`config.mk`:
```
export PLATFORM = sky130hd
export DESIGN_NAME = sprite_frame_sequencer
export DESIGN_NICKNAME = d
export VERILOG_FILES = /design/src/rtl/sfs_pkg.sv /design/src/rtl/sfs_ctrl.sv /design/src/rtl/sfs_datapath.sv /design/src/rtl/sprite_frame_sequencer.sv
export SDC_FILE = /design/constraint.sdc
export NUM_CORES = 1
export LEC_CHECK = 0
export BUFFER_PORTS_ARGS = -buffer_cell sky130_fd_sc_hd__buf_2
export CORE_MARGIN = 4
export CORE_UTILIZATION = 30
export CTS_CLUSTER_DIAMETER = 150
export DETAILED_ROUTE_END_ITERATION = 10
export PLACE_DENSITY = 0.48
export SLEW_MARGIN = 30
export SYNTH_ARGS = -nofsm -noshare
export SYNTH_HDL_FRONTEND = slang
export SYNTH_SLANG_ARGS = --single-unit
```
`constraint.sdc`:
```
create_clock -name i_clk -period 7.3 [get_ports i_clk]
set_input_delay 0.365 -clock i_clk [delete_from_list [all_inputs] [get_ports i_clk]]
set_output_delay 0.365 -clock i_clk [all_outputs]
set_load 0.03 [all_outputs]
```
`src/rtl/sfs_pkg.sv`:
```
// ----------------------------------------------------------------------------
// sfs_pkg
// Types, codes and widths shared by the sprite frame sequencer modules.
// ----------------------------------------------------------------------------
`default_nettype none

package sfs_pkg;

    localparam int FRAME_W   = 12;
    localparam int REQ_W     = FRAME_W + 1;
    localparam int FCNT_W    = 13;
    localparam int COLS_W    = 9;
    localparam int CELL_W    = 11;
    localparam int MODE_W    = 3;
    localparam int ACC_W     = 32;
    localparam int ELAPSED_W = 24;
    localparam int X_W       = 18;
    localparam int Y_W       = 22;
    localparam int KIND_W    = 3;
    localparam int CFG_IDX_W = 3;
    localparam int CFG_DAT_W = 32;
    localparam int IN_DATA_W  = 40;
    localparam int OUT_DATA_W = 56;
    localparam int CNT_W     = $clog2(FRAME_W);

    localparam logic [FCNT_W-1:0] FCNT_RESET     = FCNT_W'(1);
    localparam logic [COLS_W-1:0] COLS_RESET     = COLS_W'(1);
    localparam logic [CELL_W-1:0] CELL_RESET     = CELL_W'(1);
    localparam logic [ACC_W-1:0]  INTERVAL_RESET = ACC_W'(41667);

    localparam logic [CFG_IDX_W-1:0] CFG_FRAME_COUNT = 3'd0;
    localparam logic [CFG_IDX_W-1:0] CFG_COLUMNS     = 3'd1;
    localparam logic [CFG_IDX_W-1:0] CFG_CELL_WIDTH  = 3'd2;
    localparam logic [CFG_IDX_W-1:0] CFG_CELL_HEIGHT = 3'd3;
    localparam logic [CFG_IDX_W-1:0] CFG_PLAY_MODE   = 3'd4;
    localparam logic [CFG_IDX_W-1:0] CFG_INTERVAL    = 3'd5;

    localparam logic [MODE_W-1:0] MODE_LOOP       = 3'd1;
    localparam logic [MODE_W-1:0] MODE_HOLD_LAST  = 3'd2;
    localparam logic [MODE_W-1:0] MODE_ROW_STOP   = 3'd3;
    localparam logic [MODE_W-1:0] MODE_ROW_LOOP   = 3'd4;
    localparam logic [MODE_W-1:0] MODE_ONCE_ZERO  = 3'd5;
    localparam logic [MODE_W-1:0] MODE_ROW_RETURN = 3'd6;

    typedef enum logic [KIND_W-1:0] {
        KIND_TICK    = 3'd0,
        KIND_PLAY    = 3'd1,
        KIND_STOP    = 3'd2,
        KIND_SET     = 3'd3,
        KIND_RESTART = 3'd4
    } t_kind;

    typedef enum logic [3:0] {
        ST_IDLE,
        ST_DISPATCH,
        ST_ADD,
        ST_CMP,
        ST_DIV_OLD,
        ST_APPLY,
        ST_DIV_NEW,
        ST_MUL,
        ST_FINISH
    } t_state;

    typedef struct packed {
        logic load;
        logic div_load;
        logic set_run;
        logic clr_run;
        logic restart;
        logic req_set;
        logic add;
        logic cmp;
        logic div_step;
        logic apply;
        logic mul;
        logic emit;
    } t_cmd;

    typedef struct packed {
        logic [KIND_W-1:0] kind;
        logic              run;
        logic              reached;
        logic              need_row_end;
        logic              out_busy;
    } t_status;

endpackage

`default_nettype wire

```
`src/rtl/sfs_ctrl.sv`:
```
// ----------------------------------------------------------------------------
// sfs_ctrl
// Sequencer state machine: decodes the word kind and steps the datapath.
// ----------------------------------------------------------------------------
`default_nettype none

module sfs_ctrl
    import sfs_pkg::*;
(
    input  wire logic    i_clk,
    input  wire logic    i_rst_n,
    input  wire logic    i_s_tvalid,
    output logic         o_s_tready,
    input  wire t_status i_status,
    output t_cmd         o_cmd
);

    t_state           r_state, n_state;
    logic [CNT_W-1:0] r_cnt, n_cnt;
    logic             w_last_step;

    assign w_last_step = (r_cnt == CNT_W'(FRAME_W - 1));

    always_ff @(posedge i_clk) begin
        if (!i_rst_n) begin
            r_state <= ST_IDLE;
            r_cnt   <= '0;
        end else begin
            r_state <= n_state;
            r_cnt   <= n_cnt;
        end
    end

    always_comb begin
        n_state    = r_state;
        n_cnt      = r_cnt;
        o_cmd      = '0;
        o_s_tready = 1'b0;
        unique case (r_state)
            ST_IDLE: begin
                o_s_tready = i_rst_n;
                if (i_s_tvalid && i_rst_n) begin
                    o_cmd.load = 1'b1;
                    n_state    = ST_DISPATCH;
                end
            end
            ST_DISPATCH: begin
                o_cmd.div_load = 1'b1;
                n_cnt          = '0;
                case (i_status.kind)
                    KIND_TICK:    n_state = i_status.run ? ST_ADD : ST_FINISH;
                    KIND_PLAY: begin
                        o_cmd.set_run = 1'b1;
                        n_state       = ST_FINISH;
                    end
                    KIND_STOP: begin
                        o_cmd.clr_run = 1'b1;
                        n_state       = ST_FINISH;
                    end
                    KIND_SET: begin
                        o_cmd.req_set = 1'b1;
                        n_state       = i_status.need_row_end ? ST_DIV_OLD : ST_APPLY;
                    end
                    KIND_RESTART: begin
                        o_cmd.restart = 1'b1;
                        n_state       = ST_FINISH;
                    end
                    default:      n_state = ST_FINISH;
                endcase
            end
            ST_ADD: begin
                o_cmd.add = 1'b1;
                n_state   = ST_CMP;
            end
            ST_CMP: begin
                o_cmd.cmp = 1'b1;
                if (!i_status.reached) begin
                    n_state = ST_FINISH;
                end else if (i_status.need_row_end) begin
                    n_state = ST_DIV_OLD;
                end else begin
                    n_state = ST_APPLY;
                end
            end
            ST_DIV_OLD: begin
                o_cmd.div_step = 1'b1;
                n_cnt          = r_cnt + 1'b1;
                if (w_last_step) begin
                    n_state = ST_APPLY;
                end
            end
            ST_APPLY: begin
                o_cmd.apply = 1'b1;
                n_cnt       = '0;
                n_state     = ST_DIV_NEW;
            end
            ST_DIV_NEW: begin
                o_cmd.div_step = 1'b1;
                n_cnt          = r_cnt + 1'b1;
                if (w_last_step) begin
                    n_state = ST_MUL;
                end
            end
            ST_MUL: begin
                o_cmd.mul = 1'b1;
                n_state   = ST_FINISH;
            end
            ST_FINISH: begin
                if (!i_status.out_busy) begin
                    o_cmd.emit = 1'b1;
                    n_state    = ST_IDLE;
                end
            end
            default: n_state = ST_IDLE;
        endcase
    end

endmodule

`default_nettype wire

```
`src/rtl/sfs_datapath.sv`:
```
// ----------------------------------------------------------------------------
// sfs_datapath
// Config registers, accumulator, frame state, shared divider and output word.
// ----------------------------------------------------------------------------
`default_nettype none

module sfs_datapath
    import sfs_pkg::*;
(
    input  wire logic                  i_clk,
    input  wire logic                  i_rst_n,
    input  wire logic                  i_cfg_valid,
    input  wire logic [CFG_IDX_W-1:0]  i_cfg_index,
    input  wire logic [CFG_DAT_W-1:0]  i_cfg_data,
    input  wire logic [IN_DATA_W-1:0]  i_s_tdata,
    input  wire logic [KIND_W-1:0]     i_s_tuser,
    input  wire logic                  i_m_tready,
    output logic                       o_m_tvalid,
    output logic [OUT_DATA_W-1:0]      o_m_tdata,
    input  wire t_cmd                  i_cmd,
    output t_status                    o_status
);

    logic [FCNT_W-1:0]    r_frame_count;
    logic [COLS_W-1:0]    r_columns;
    logic [CELL_W-1:0]    r_cell_w;
    logic [CELL_W-1:0]    r_cell_h;
    logic [MODE_W-1:0]    r_mode;
    logic [ACC_W-1:0]     r_interval;

    logic [FRAME_W-1:0]   r_frame;
    logic [ACC_W-1:0]     r_acc;
    logic                 r_run;
    logic [X_W-1:0]       r_org_x;
    logic [Y_W-1:0]       r_org_y;
    logic                 r_m_valid;
    logic [OUT_DATA_W-1:0] r_m_data;

    logic [KIND_W-1:0]    r_kind;
    logic [ELAPSED_W-1:0] r_elapsed;
    logic [FRAME_W-1:0]   r_request;
    logic [ACC_W-1:0]     r_sum;
    logic [REQ_W-1:0]     r_req;
    logic [COLS_W-1:0]    r_div_rem;
    logic [FRAME_W-1:0]   r_div_quo;

    logic [COLS_W-1:0]    w_cols;
    logic [COLS_W-1:0]    w_cols_m1;
    logic [ACC_W:0]       w_sum_full;
    logic [COLS_W:0]      w_trial;
    logic                 w_fit;
    logic [COLS_W:0]      w_trial_sub;
    logic                 w_at_row_end;
    logic                 w_req_ge;
    logic [REQ_W-1:0]     w_row_back;
    logic [REQ_W-1:0]     w_last;
    logic [REQ_W-1:0]     w_new_cur;
    logic                 w_new_run;
    logic [COLS_W+CELL_W-1:0]  w_prod_x;
    logic [FRAME_W+CELL_W-1:0] w_prod_y;

    assign w_cols     = (r_columns == '0) ? COLS_W'(1) : r_columns;
    assign w_cols_m1  = w_cols - 1'b1;
    assign w_sum_full = {1'b0, r_acc} + {{(ACC_W - ELAPSED_W + 1){1'b0}}, r_elapsed};

    assign w_trial     = {r_div_rem, r_div_quo[FRAME_W-1]};
    assign w_fit       = (w_trial >= {1'b0, w_cols});
    assign w_trial_sub = w_trial - {1'b0, w_cols};

    assign w_at_row_end = (r_div_rem == w_cols_m1);
    assign w_req_ge     = (r_req >= r_frame_count);
    assign w_row_back   = {1'b0, r_frame} - {{(REQ_W - COLS_W){1'b0}}, w_cols_m1};
    assign w_last       = (r_frame_count != '0) ? (r_frame_count - 1'b1) : '0;

    always_comb begin
        w_new_cur = r_req;
        w_new_run = r_run;
        case (r_mode)
            MODE_LOOP: begin
                if (w_req_ge) w_new_cur = '0;
            end
            MODE_HOLD_LAST: begin
                if (w_req_ge) begin
                    w_new_cur = w_last;
                    w_new_run = 1'b0;
                end
            end
            MODE_ROW_STOP: begin
                if (w_at_row_end) begin
                    w_new_cur = {1'b0, r_frame};
                    w_new_run = 1'b0;
                end
            end
            MODE_ROW_LOOP: begin
                if (w_at_row_end) w_new_cur = w_row_back;
            end
            MODE_ONCE_ZERO: begin
                if (w_req_ge) begin
                    w_new_cur = '0;
                    w_new_run = 1'b0;
                end
            end
            MODE_ROW_RETURN: begin
                if (w_at_row_end) begin
                    w_new_cur = w_row_back;
                    w_new_run = 1'b0;
                end
            end
            default: w_new_cur = r_req;
        endcase
    end

    assign w_prod_x = r_div_rem * r_cell_w;
    assign w_prod_y = r_div_quo * r_cell_h;

    // control and architectural state
    always_ff @(posedge i_clk) begin
        if (!i_rst_n) begin
            r_frame_count <= FCNT_RESET;
            r_columns     <= COLS_RESET;
            r_cell_w      <= CELL_RESET;
            r_cell_h      <= CELL_RESET;
            r_mode        <= '0;
            r_interval    <= INTERVAL_RESET;
            r_frame       <= '0;
            r_acc         <= '0;
            r_run         <= 1'b0;
            r_org_x       <= '0;
            r_org_y       <= '0;
            r_m_valid     <= 1'b0;
        end else begin
            if (i_cfg_valid) begin
                unique case (i_cfg_index)
                    CFG_FRAME_COUNT: r_frame_count <= i_cfg_data[FCNT_W-1:0];
                    CFG_COLUMNS:     r_columns     <= i_cfg_data[COLS_W-1:0];
                    CFG_CELL_WIDTH:  r_cell_w      <= i_cfg_data[CELL_W-1:0];
                    CFG_CELL_HEIGHT: r_cell_h      <= i_cfg_data[CELL_W-1:0];
                    CFG_PLAY_MODE:   r_mode        <= i_cfg_data[MODE_W-1:0];
                    CFG_INTERVAL:    r_interval    <= i_cfg_data[ACC_W-1:0];
                    default: ;
                endcase
            end
            if (i_cmd.set_run) r_run <= 1'b1;
            if (i_cmd.clr_run) r_run <= 1'b0;
            if (i_cmd.restart) begin
                r_frame <= '0;
                r_acc   <= '0;
                r_run   <= 1'b0;
            end
            if (i_cmd.cmp) begin
                r_acc <= (r_sum >= r_interval) ? '0 : r_sum;
            end
            if (i_cmd.apply) begin
                r_frame <= w_new_cur[FRAME_W-1:0];
                r_run   <= w_new_run;
            end
            if (i_cmd.mul) begin
                r_org_x <= w_prod_x[X_W-1:0];
                r_org_y <= w_prod_y[Y_W-1:0];
            end
            if (i_cmd.emit) begin
                r_m_valid <= 1'b1;
            end else if (i_m_tready) begin
                r_m_valid <= 1'b0;
            end
        end
    end

    // working registers and output word
    always_ff @(posedge i_clk) begin
        if (i_cmd.load) begin
            r_kind    <= i_s_tuser;
            r_elapsed <= i_s_tdata[ELAPSED_W-1:0];
            r_request <= i_s_tdata[ELAPSED_W +: FRAME_W];
        end
        if (i_cmd.add) begin
            r_sum <= w_sum_full[ACC_W] ? '1 : w_sum_full[ACC_W-1:0];
        end
        if (i_cmd.req_set) begin
            r_req <= {1'b0, r_request};
        end else if (i_cmd.cmp) begin
            r_req <= {1'b0, r_frame} + 1'b1;
        end
        if (i_cmd.div_load) begin
            r_div_rem <= '0;
            r_div_quo <= r_frame;
        end else if (i_cmd.apply) begin
            r_div_rem <= '0;
            r_div_quo <= w_new_cur[FRAME_W-1:0];
        end else if (i_cmd.div_step) begin
            r_div_rem <= w_fit ? w_trial_sub[COLS_W-1:0] : w_trial[COLS_W-1:0];
            r_div_quo <= {r_div_quo[FRAME_W-2:0], w_fit};
        end
        if (i_cmd.emit) begin
            r_m_data <= {{(OUT_DATA_W - FRAME_W - X_W - Y_W - 1){1'b0}},
                         r_run, r_org_y, r_org_x, r_frame};
        end
    end

    assign o_m_tvalid = r_m_valid;
    assign o_m_tdata  = r_m_data;

    assign o_status.kind         = r_kind;
    assign o_status.run          = r_run;
    assign o_status.reached      = (r_sum >= r_interval);
    assign o_status.need_row_end = (r_mode == MODE_ROW_STOP) || (r_mode == MODE_ROW_LOOP)
                                   || (r_mode == MODE_ROW_RETURN);
    assign o_status.out_busy     = r_m_valid && !i_m_tready;

endmodule

`default_nettype wire

```
`src/rtl/sprite_frame_sequencer.sv`:
```
// Path per word: play, stop, restart, unknown kinds and ticks while stopped go to finish;
// a tick that does not advance adds the add and compare steps; set frame and an advancing
// tick also run apply, the new-frame divide and the multiply, plus an old-frame divide
// first in the row modes. Throughput: one word at a time; the next word is taken only
// after the result is loaded into the output register, which output stalls hold back.
// Reset (synchronous, active low): stopped at frame 0, config at defaults, ready low.
// ----------------------------------------------------------------------------
// sprite_frame_sequencer
// Sprite-sheet animation sequencer: ticks, play control and sheet origin.
// ----------------------------------------------------------------------------
`default_nettype none

module sprite_frame_sequencer
    import sfs_pkg::*;
(
    input  wire logic                  i_clk,
    input  wire logic                  i_rst_n,
    input  wire logic                  i_cfg_valid,
    output logic                       o_cfg_ready,
    input  wire logic [CFG_IDX_W-1:0]  i_cfg_index,
    input  wire logic [CFG_DAT_W-1:0]  i_cfg_data,
    input  wire logic                  i_s_tvalid,
    output logic                       o_s_tready,
    input  wire logic [IN_DATA_W-1:0]  i_s_tdata,   // elapsed_us[23:0], frame_request[35:24]
    input  wire logic [KIND_W-1:0]     i_s_tuser,   // kind[2:0]
    output logic                       o_m_tvalid,
    input  wire logic                  i_m_tready,
    output logic [OUT_DATA_W-1:0]      o_m_tdata    // frame_index[11:0], sheet_x[29:12],
                                                    // sheet_y[51:30], playing[52]
);

    t_cmd    w_cmd;
    t_status w_status;

    assign o_cfg_ready = i_rst_n;

    sfs_ctrl u_ctrl (
        .i_clk      (i_clk),
        .i_rst_n    (i_rst_n),
        .i_s_tvalid (i_s_tvalid),
        .o_s_tready (o_s_tready),
        .i_status   (w_status),
        .o_cmd      (w_cmd)
    );

    sfs_datapath u_datapath (
        .i_clk       (i_clk),
        .i_rst_n     (i_rst_n),
        .i_cfg_valid (i_cfg_valid),
        .i_cfg_index (i_cfg_index),
        .i_cfg_data  (i_cfg_data),
        .i_s_tdata   (i_s_tdata),
        .i_s_tuser   (i_s_tuser),
        .i_m_tready  (i_m_tready),
        .o_m_tvalid  (o_m_tvalid),
        .o_m_tdata   (o_m_tdata),
        .i_cmd       (w_cmd),
        .o_status    (w_status)
    );

endmodule

`default_nettype wire

```
==> results by group <==
Power and ir drop
  • Peak supply drop: 180 µV
  • PD cells: 174 nW/µm²
  • Leakage power: 11.0 nW

Route
  • DRT Wirelength: 63.4 mm
  • DR WL/cell: 17.2 µm
  • 1st-pass router iterations: 5
  • # DRC: 0
  • Iter 0 DRT Violations: 972
  • Vias: 17700
  • Final ANT Viol Nets: 0
  • Via/cell ratio: 4.81

Floorplan
  • DIE WIDTH: 285 µm
  • Area of the core: 76100 µm²
  • # rows: 101
  • IO Count: 142
  • Die area: 81300 µm²
  • Die H: 285 µm
  • Starting Density: 30.3%

STA
  • Final Hold Vio Count: 0
  • Fmax: 175 MHz
  • Setup TNS: 0 ps
  • Slew @ Worst Pin: 910 ps
  • Final setup vio count: 0
  • Max-slew violations: 0
  • Min cycle time layout: 5720 ps
  • Fin crit share: 78.3%
  • Slew headroom: 38.9%
  • RSZ-0062 raised after global routing: false
  • Final Skew: 28.4 ps

Placement
  • Area after DPL: 24700 µm²
  • Post-DP HPWL: 47.5 mm
  • Cells after DPL: 3558
  • GPL Wtd Cong: 0.866
  • Port Buf Inserts: 134

Critical path
  • Buf+Inv Stages, Crit Path: 3
  • Crit path launch: u_datapath.r_div_quo[5]
  • CP max stage cell: edfxtp_1
  • Slowest cell delay on critical path: 710 ps
  • Critical Path RT: 7750 ps
  • CP Class: register to register
  • RR Startpoint: u_datapath.r_div_quo[5]
  • Crit path launch type: register
  • CP Cell Sequence: nand2_1 > fa_1 > fa_1 > fa_1 > inv_1 > fa_1 > inv_1 > fa_1 > inv_1 > ha_1 > or4_1 > nand3_1 > o2bb2ai_1 > o41ai_1 > o21ai_0 > nand4b_1 > o211ai_1
  • CP top delay family: adder cells
  • Crit. End Element: register
  • CP Max Fanout: 12
  • Data arrival, critical path: 6170 ps
  • CP most frequent cell: fa_1

Worst hold path
  • Hold crit path type: input pin to register
  • Hold Crit Start: i_cfg_data[24]

Final layout
  • Filler instances: 7851
  • Fin area: 26500 µm²
  • Area growth, synth to finish: 15.0%
  • Non-Filler Instances: 3679
  • Share of cells above drive strength 1: 9.40%
  • NumNets Final: 3036

Yosys
  • Syn Area/Cell: 9.24 µm²
  • Sequential area share after synthesis: 35.2%
  • Xor and xnor area share after synthesis: 3.59%
  • Largest family of logic cells by synthesized area: adder cells
  • Synth Cell Area: 23000 µm²
  • Seq cells post-synth: 331
  • Synth unique cells: 84
  • Synth warn: 0
  • Compound-gate portion of the synthesized area: 13.5%
  • Multiplexer area fraction after synthesis: 0.554%
  • Post-synthesis async set-or-reset flop share: 0%
  • Main synth FF type: dfxtp_1
  • Synth Area in Adders: 23.4%
  • Post-Synthesis Cells: 2492
  • Simple-Gate Fraction of Synth Area: 17.1%
  • EDFF count, synth: 148

GRT
  • Total track usage: 15.4%
  • Vias in the first global route: 18300
  • Largest net degree at the start of global routing: 59
  • First-pass GRT wire length: 101 mm
  • Initial antenna violation count: 3
  • Total global routing overflow: 0

CTS
  • # clock sinks: 331
  • CTS Buffer Depth: 3
  • CTS tree: yes
  • CTS clock-pin slew for the worst setup and hold paths: 60 ps
  • Clock latency on the worst-skew pair: 580 ps
  • Root Driver: clkbuf_16
  • H-tree Lvls: 2
  • Num CTS Buffers: 41

Job
  • Max cap viols: 0

Outcome
  • Outcome: finished, final reports clean
synthesized netlist by cell type (all sizes together) (4+ instances only):
| library cell | count | area share [%] |
|---|---|---|
| or4b | 4 | 0.19 |
| a211o | 4 | 0.15 |
| o2111ai | 4 | 0.15 |
| edfxtp | 148 | 19 |
| and2 | 108 | 2.9 |
| nand3 | 50 | 1.1 |
| and4 | 6 | 0.23 |
| o211ai | 25 | 0.81 |
| nand3b | 5 | 0.16 |
| ha | 184 | 10 |
| dfxtp | 183 | 16 |
| o31ai | 6 | 0.20 |
| or3 | 9 | 0.24 |
| nor4 | 4 | 0.14 |
| o22ai | 13 | 0.35 |
| mux2i | 9 | 0.41 |
| xor2 | 26 | 0.99 |
| a21o | 33 | 1.1 |
| o31a | 4 | 0.15 |
| o21a | 13 | 0.42 |
| fa | 154 | 13 |
| nor3 | 39 | 0.99 |
| nor2b | 15 | 0.41 |
| nand2 | 417 | 6.8 |
| and3 | 26 | 0.71 |
| a31oi | 9 | 0.24 |
| inv | 281 | 4.6 |
| buf | 14 | 0.36 |
| a221oi | 4 | 0.18 |
| xnor2 | 65 | 2.5 |
| a22o | 38 | 1.4 |
| a211oi | 21 | 0.68 |
| o21ai | 85 | 1.8 |
| a22oi | 16 | 0.52 |
| nor2 | 85 | 1.4 |
| nand4 | 18 | 0.49 |
| a21oi | 179 | 3.9 |
| nand2b | 30 | 0.81 |
| or2 | 6 | 0.16 |
| clkbuf | 103 | 1.7 |
area by class of cell:
class	instances	area [µm²]	area share (%)
well taps	1030	1290	4.87
diodes	1	2.50	0.00945
multi-input cells	1765	13400	50.7
clock inverters	19	213	0.803
flip-flops and latches	331	8110	30.6
clock buffers	57	1140	4.29
inverters	281	1060	3.99
repair buffers	195	1240	4.68
cell usage in the layout (no fill, tap or decap), drive strengths merged, types with 30 or more instances in the layout:
cell type,count
nor2,85
edfxtp,148
a21oi,179
a22o,38
dlygate4sd3,44
nand2b,30
nor3,39
xnor2,65
o21ai,85
dfxtp,183
a21o,33
and2,108
nand3,50
ha,184
fa,154
buf,151
nand2,417
clkbuf,57
inv,282
state kept, by name, summed over array words and instances (netlist names), 13 cells and up:
register and count:
u_datapath.r_org_x 18, u_datapath.r_frame_count 13, u_datapath.r_interval 32, u_datapath.r_acc 32, u_datapath.r_sum 32, u_datapath.r_req 13, u_datapath.r_elapsed 24, u_datapath.r_org_y 22
u_datapath.o_m_tdata 53
path summary, 6_finish.rpt:
kind                                     to  slack, ps  cells past startpoint
setup / recovery     u_datapath.r_org_y[20]       1580                     17
hold / removal    u_datapath.r_interval[24]         30                      3
setup reg to reg     u_datapath.r_org_y[20]       1580                     17
hold reg to reg    u_datapath.o_m_tdata[25]        420                      0
per-layer routing:
layer | up-vias | global-route usage, % | share of wire (%)
met4 | 2 | 3.84 | 2.3
met1 | 8551 | 20.8 | 46
met3 | 88 | 2.24 | 4.5
li1 | 8664 | - | -
met2 | 383 | 26.1 | 47
met5 | - | 0 | 0.032
logic make-up after synthesis:
kind of cell | Yosys count
other | 1
XOR/XNOR | 92
AO/OA/AOI/OAI | 487
adder cells (fa/ha/maj) | 338
buffers and inverters | 398
multiplexers | 12
AND/OR/NAND/NOR | 833
flip-flops | 331
per-stage QoR:
stage	hold WS [ps]	utilization (%)	setup WS [ps]	total power [mW]
after floorplan	400	-	2110	2.44
after global placement	414	32.5	1600	2.61
after detailed placement	414	32.5	1540	2.62
after CTS	0.673	34.8	1560	4.69
after global routing	9.82	34.8	1230	4.84
final	29.3	34.8	1580	4.62
worst reg2reg max path, stage by stage (launching register included):
cell	delay [ps]
edfxtp_1	710
nand2_1	170
fa_1	600
fa_1	450
fa_1	500
inv_1	60
fa_1	540
inv_1	60
fa_1	530
inv_1	40
ha_1	260
or4_1	570
nand3_1	150
o2bb2ai_1	110
o41ai_1	430
o21ai_0	200
nand4b_1	130
o211ai_1	90
where the power goes:
group	switching (mW)	internal (mW)	leakage (nW)	total [mW]
registers	0.0700	1.98	2.84	2.05
logic	0.331	0.222	7.54	0.553
clock network	0.843	1.18	0.649	2.02
total	1.24	3.38	11.0	4.62
what timing repair did:
| action | in CTS | in global routing |
|---|---|---|
| resized for setup | 0 | 0 |
| buffers inserted | 0 | 0 |
| hold buffers | 44 | 0 |
| endpoints found under the hold margin | 44 | 0 |
Note: power is estimated with default switching activity, not from simulation.
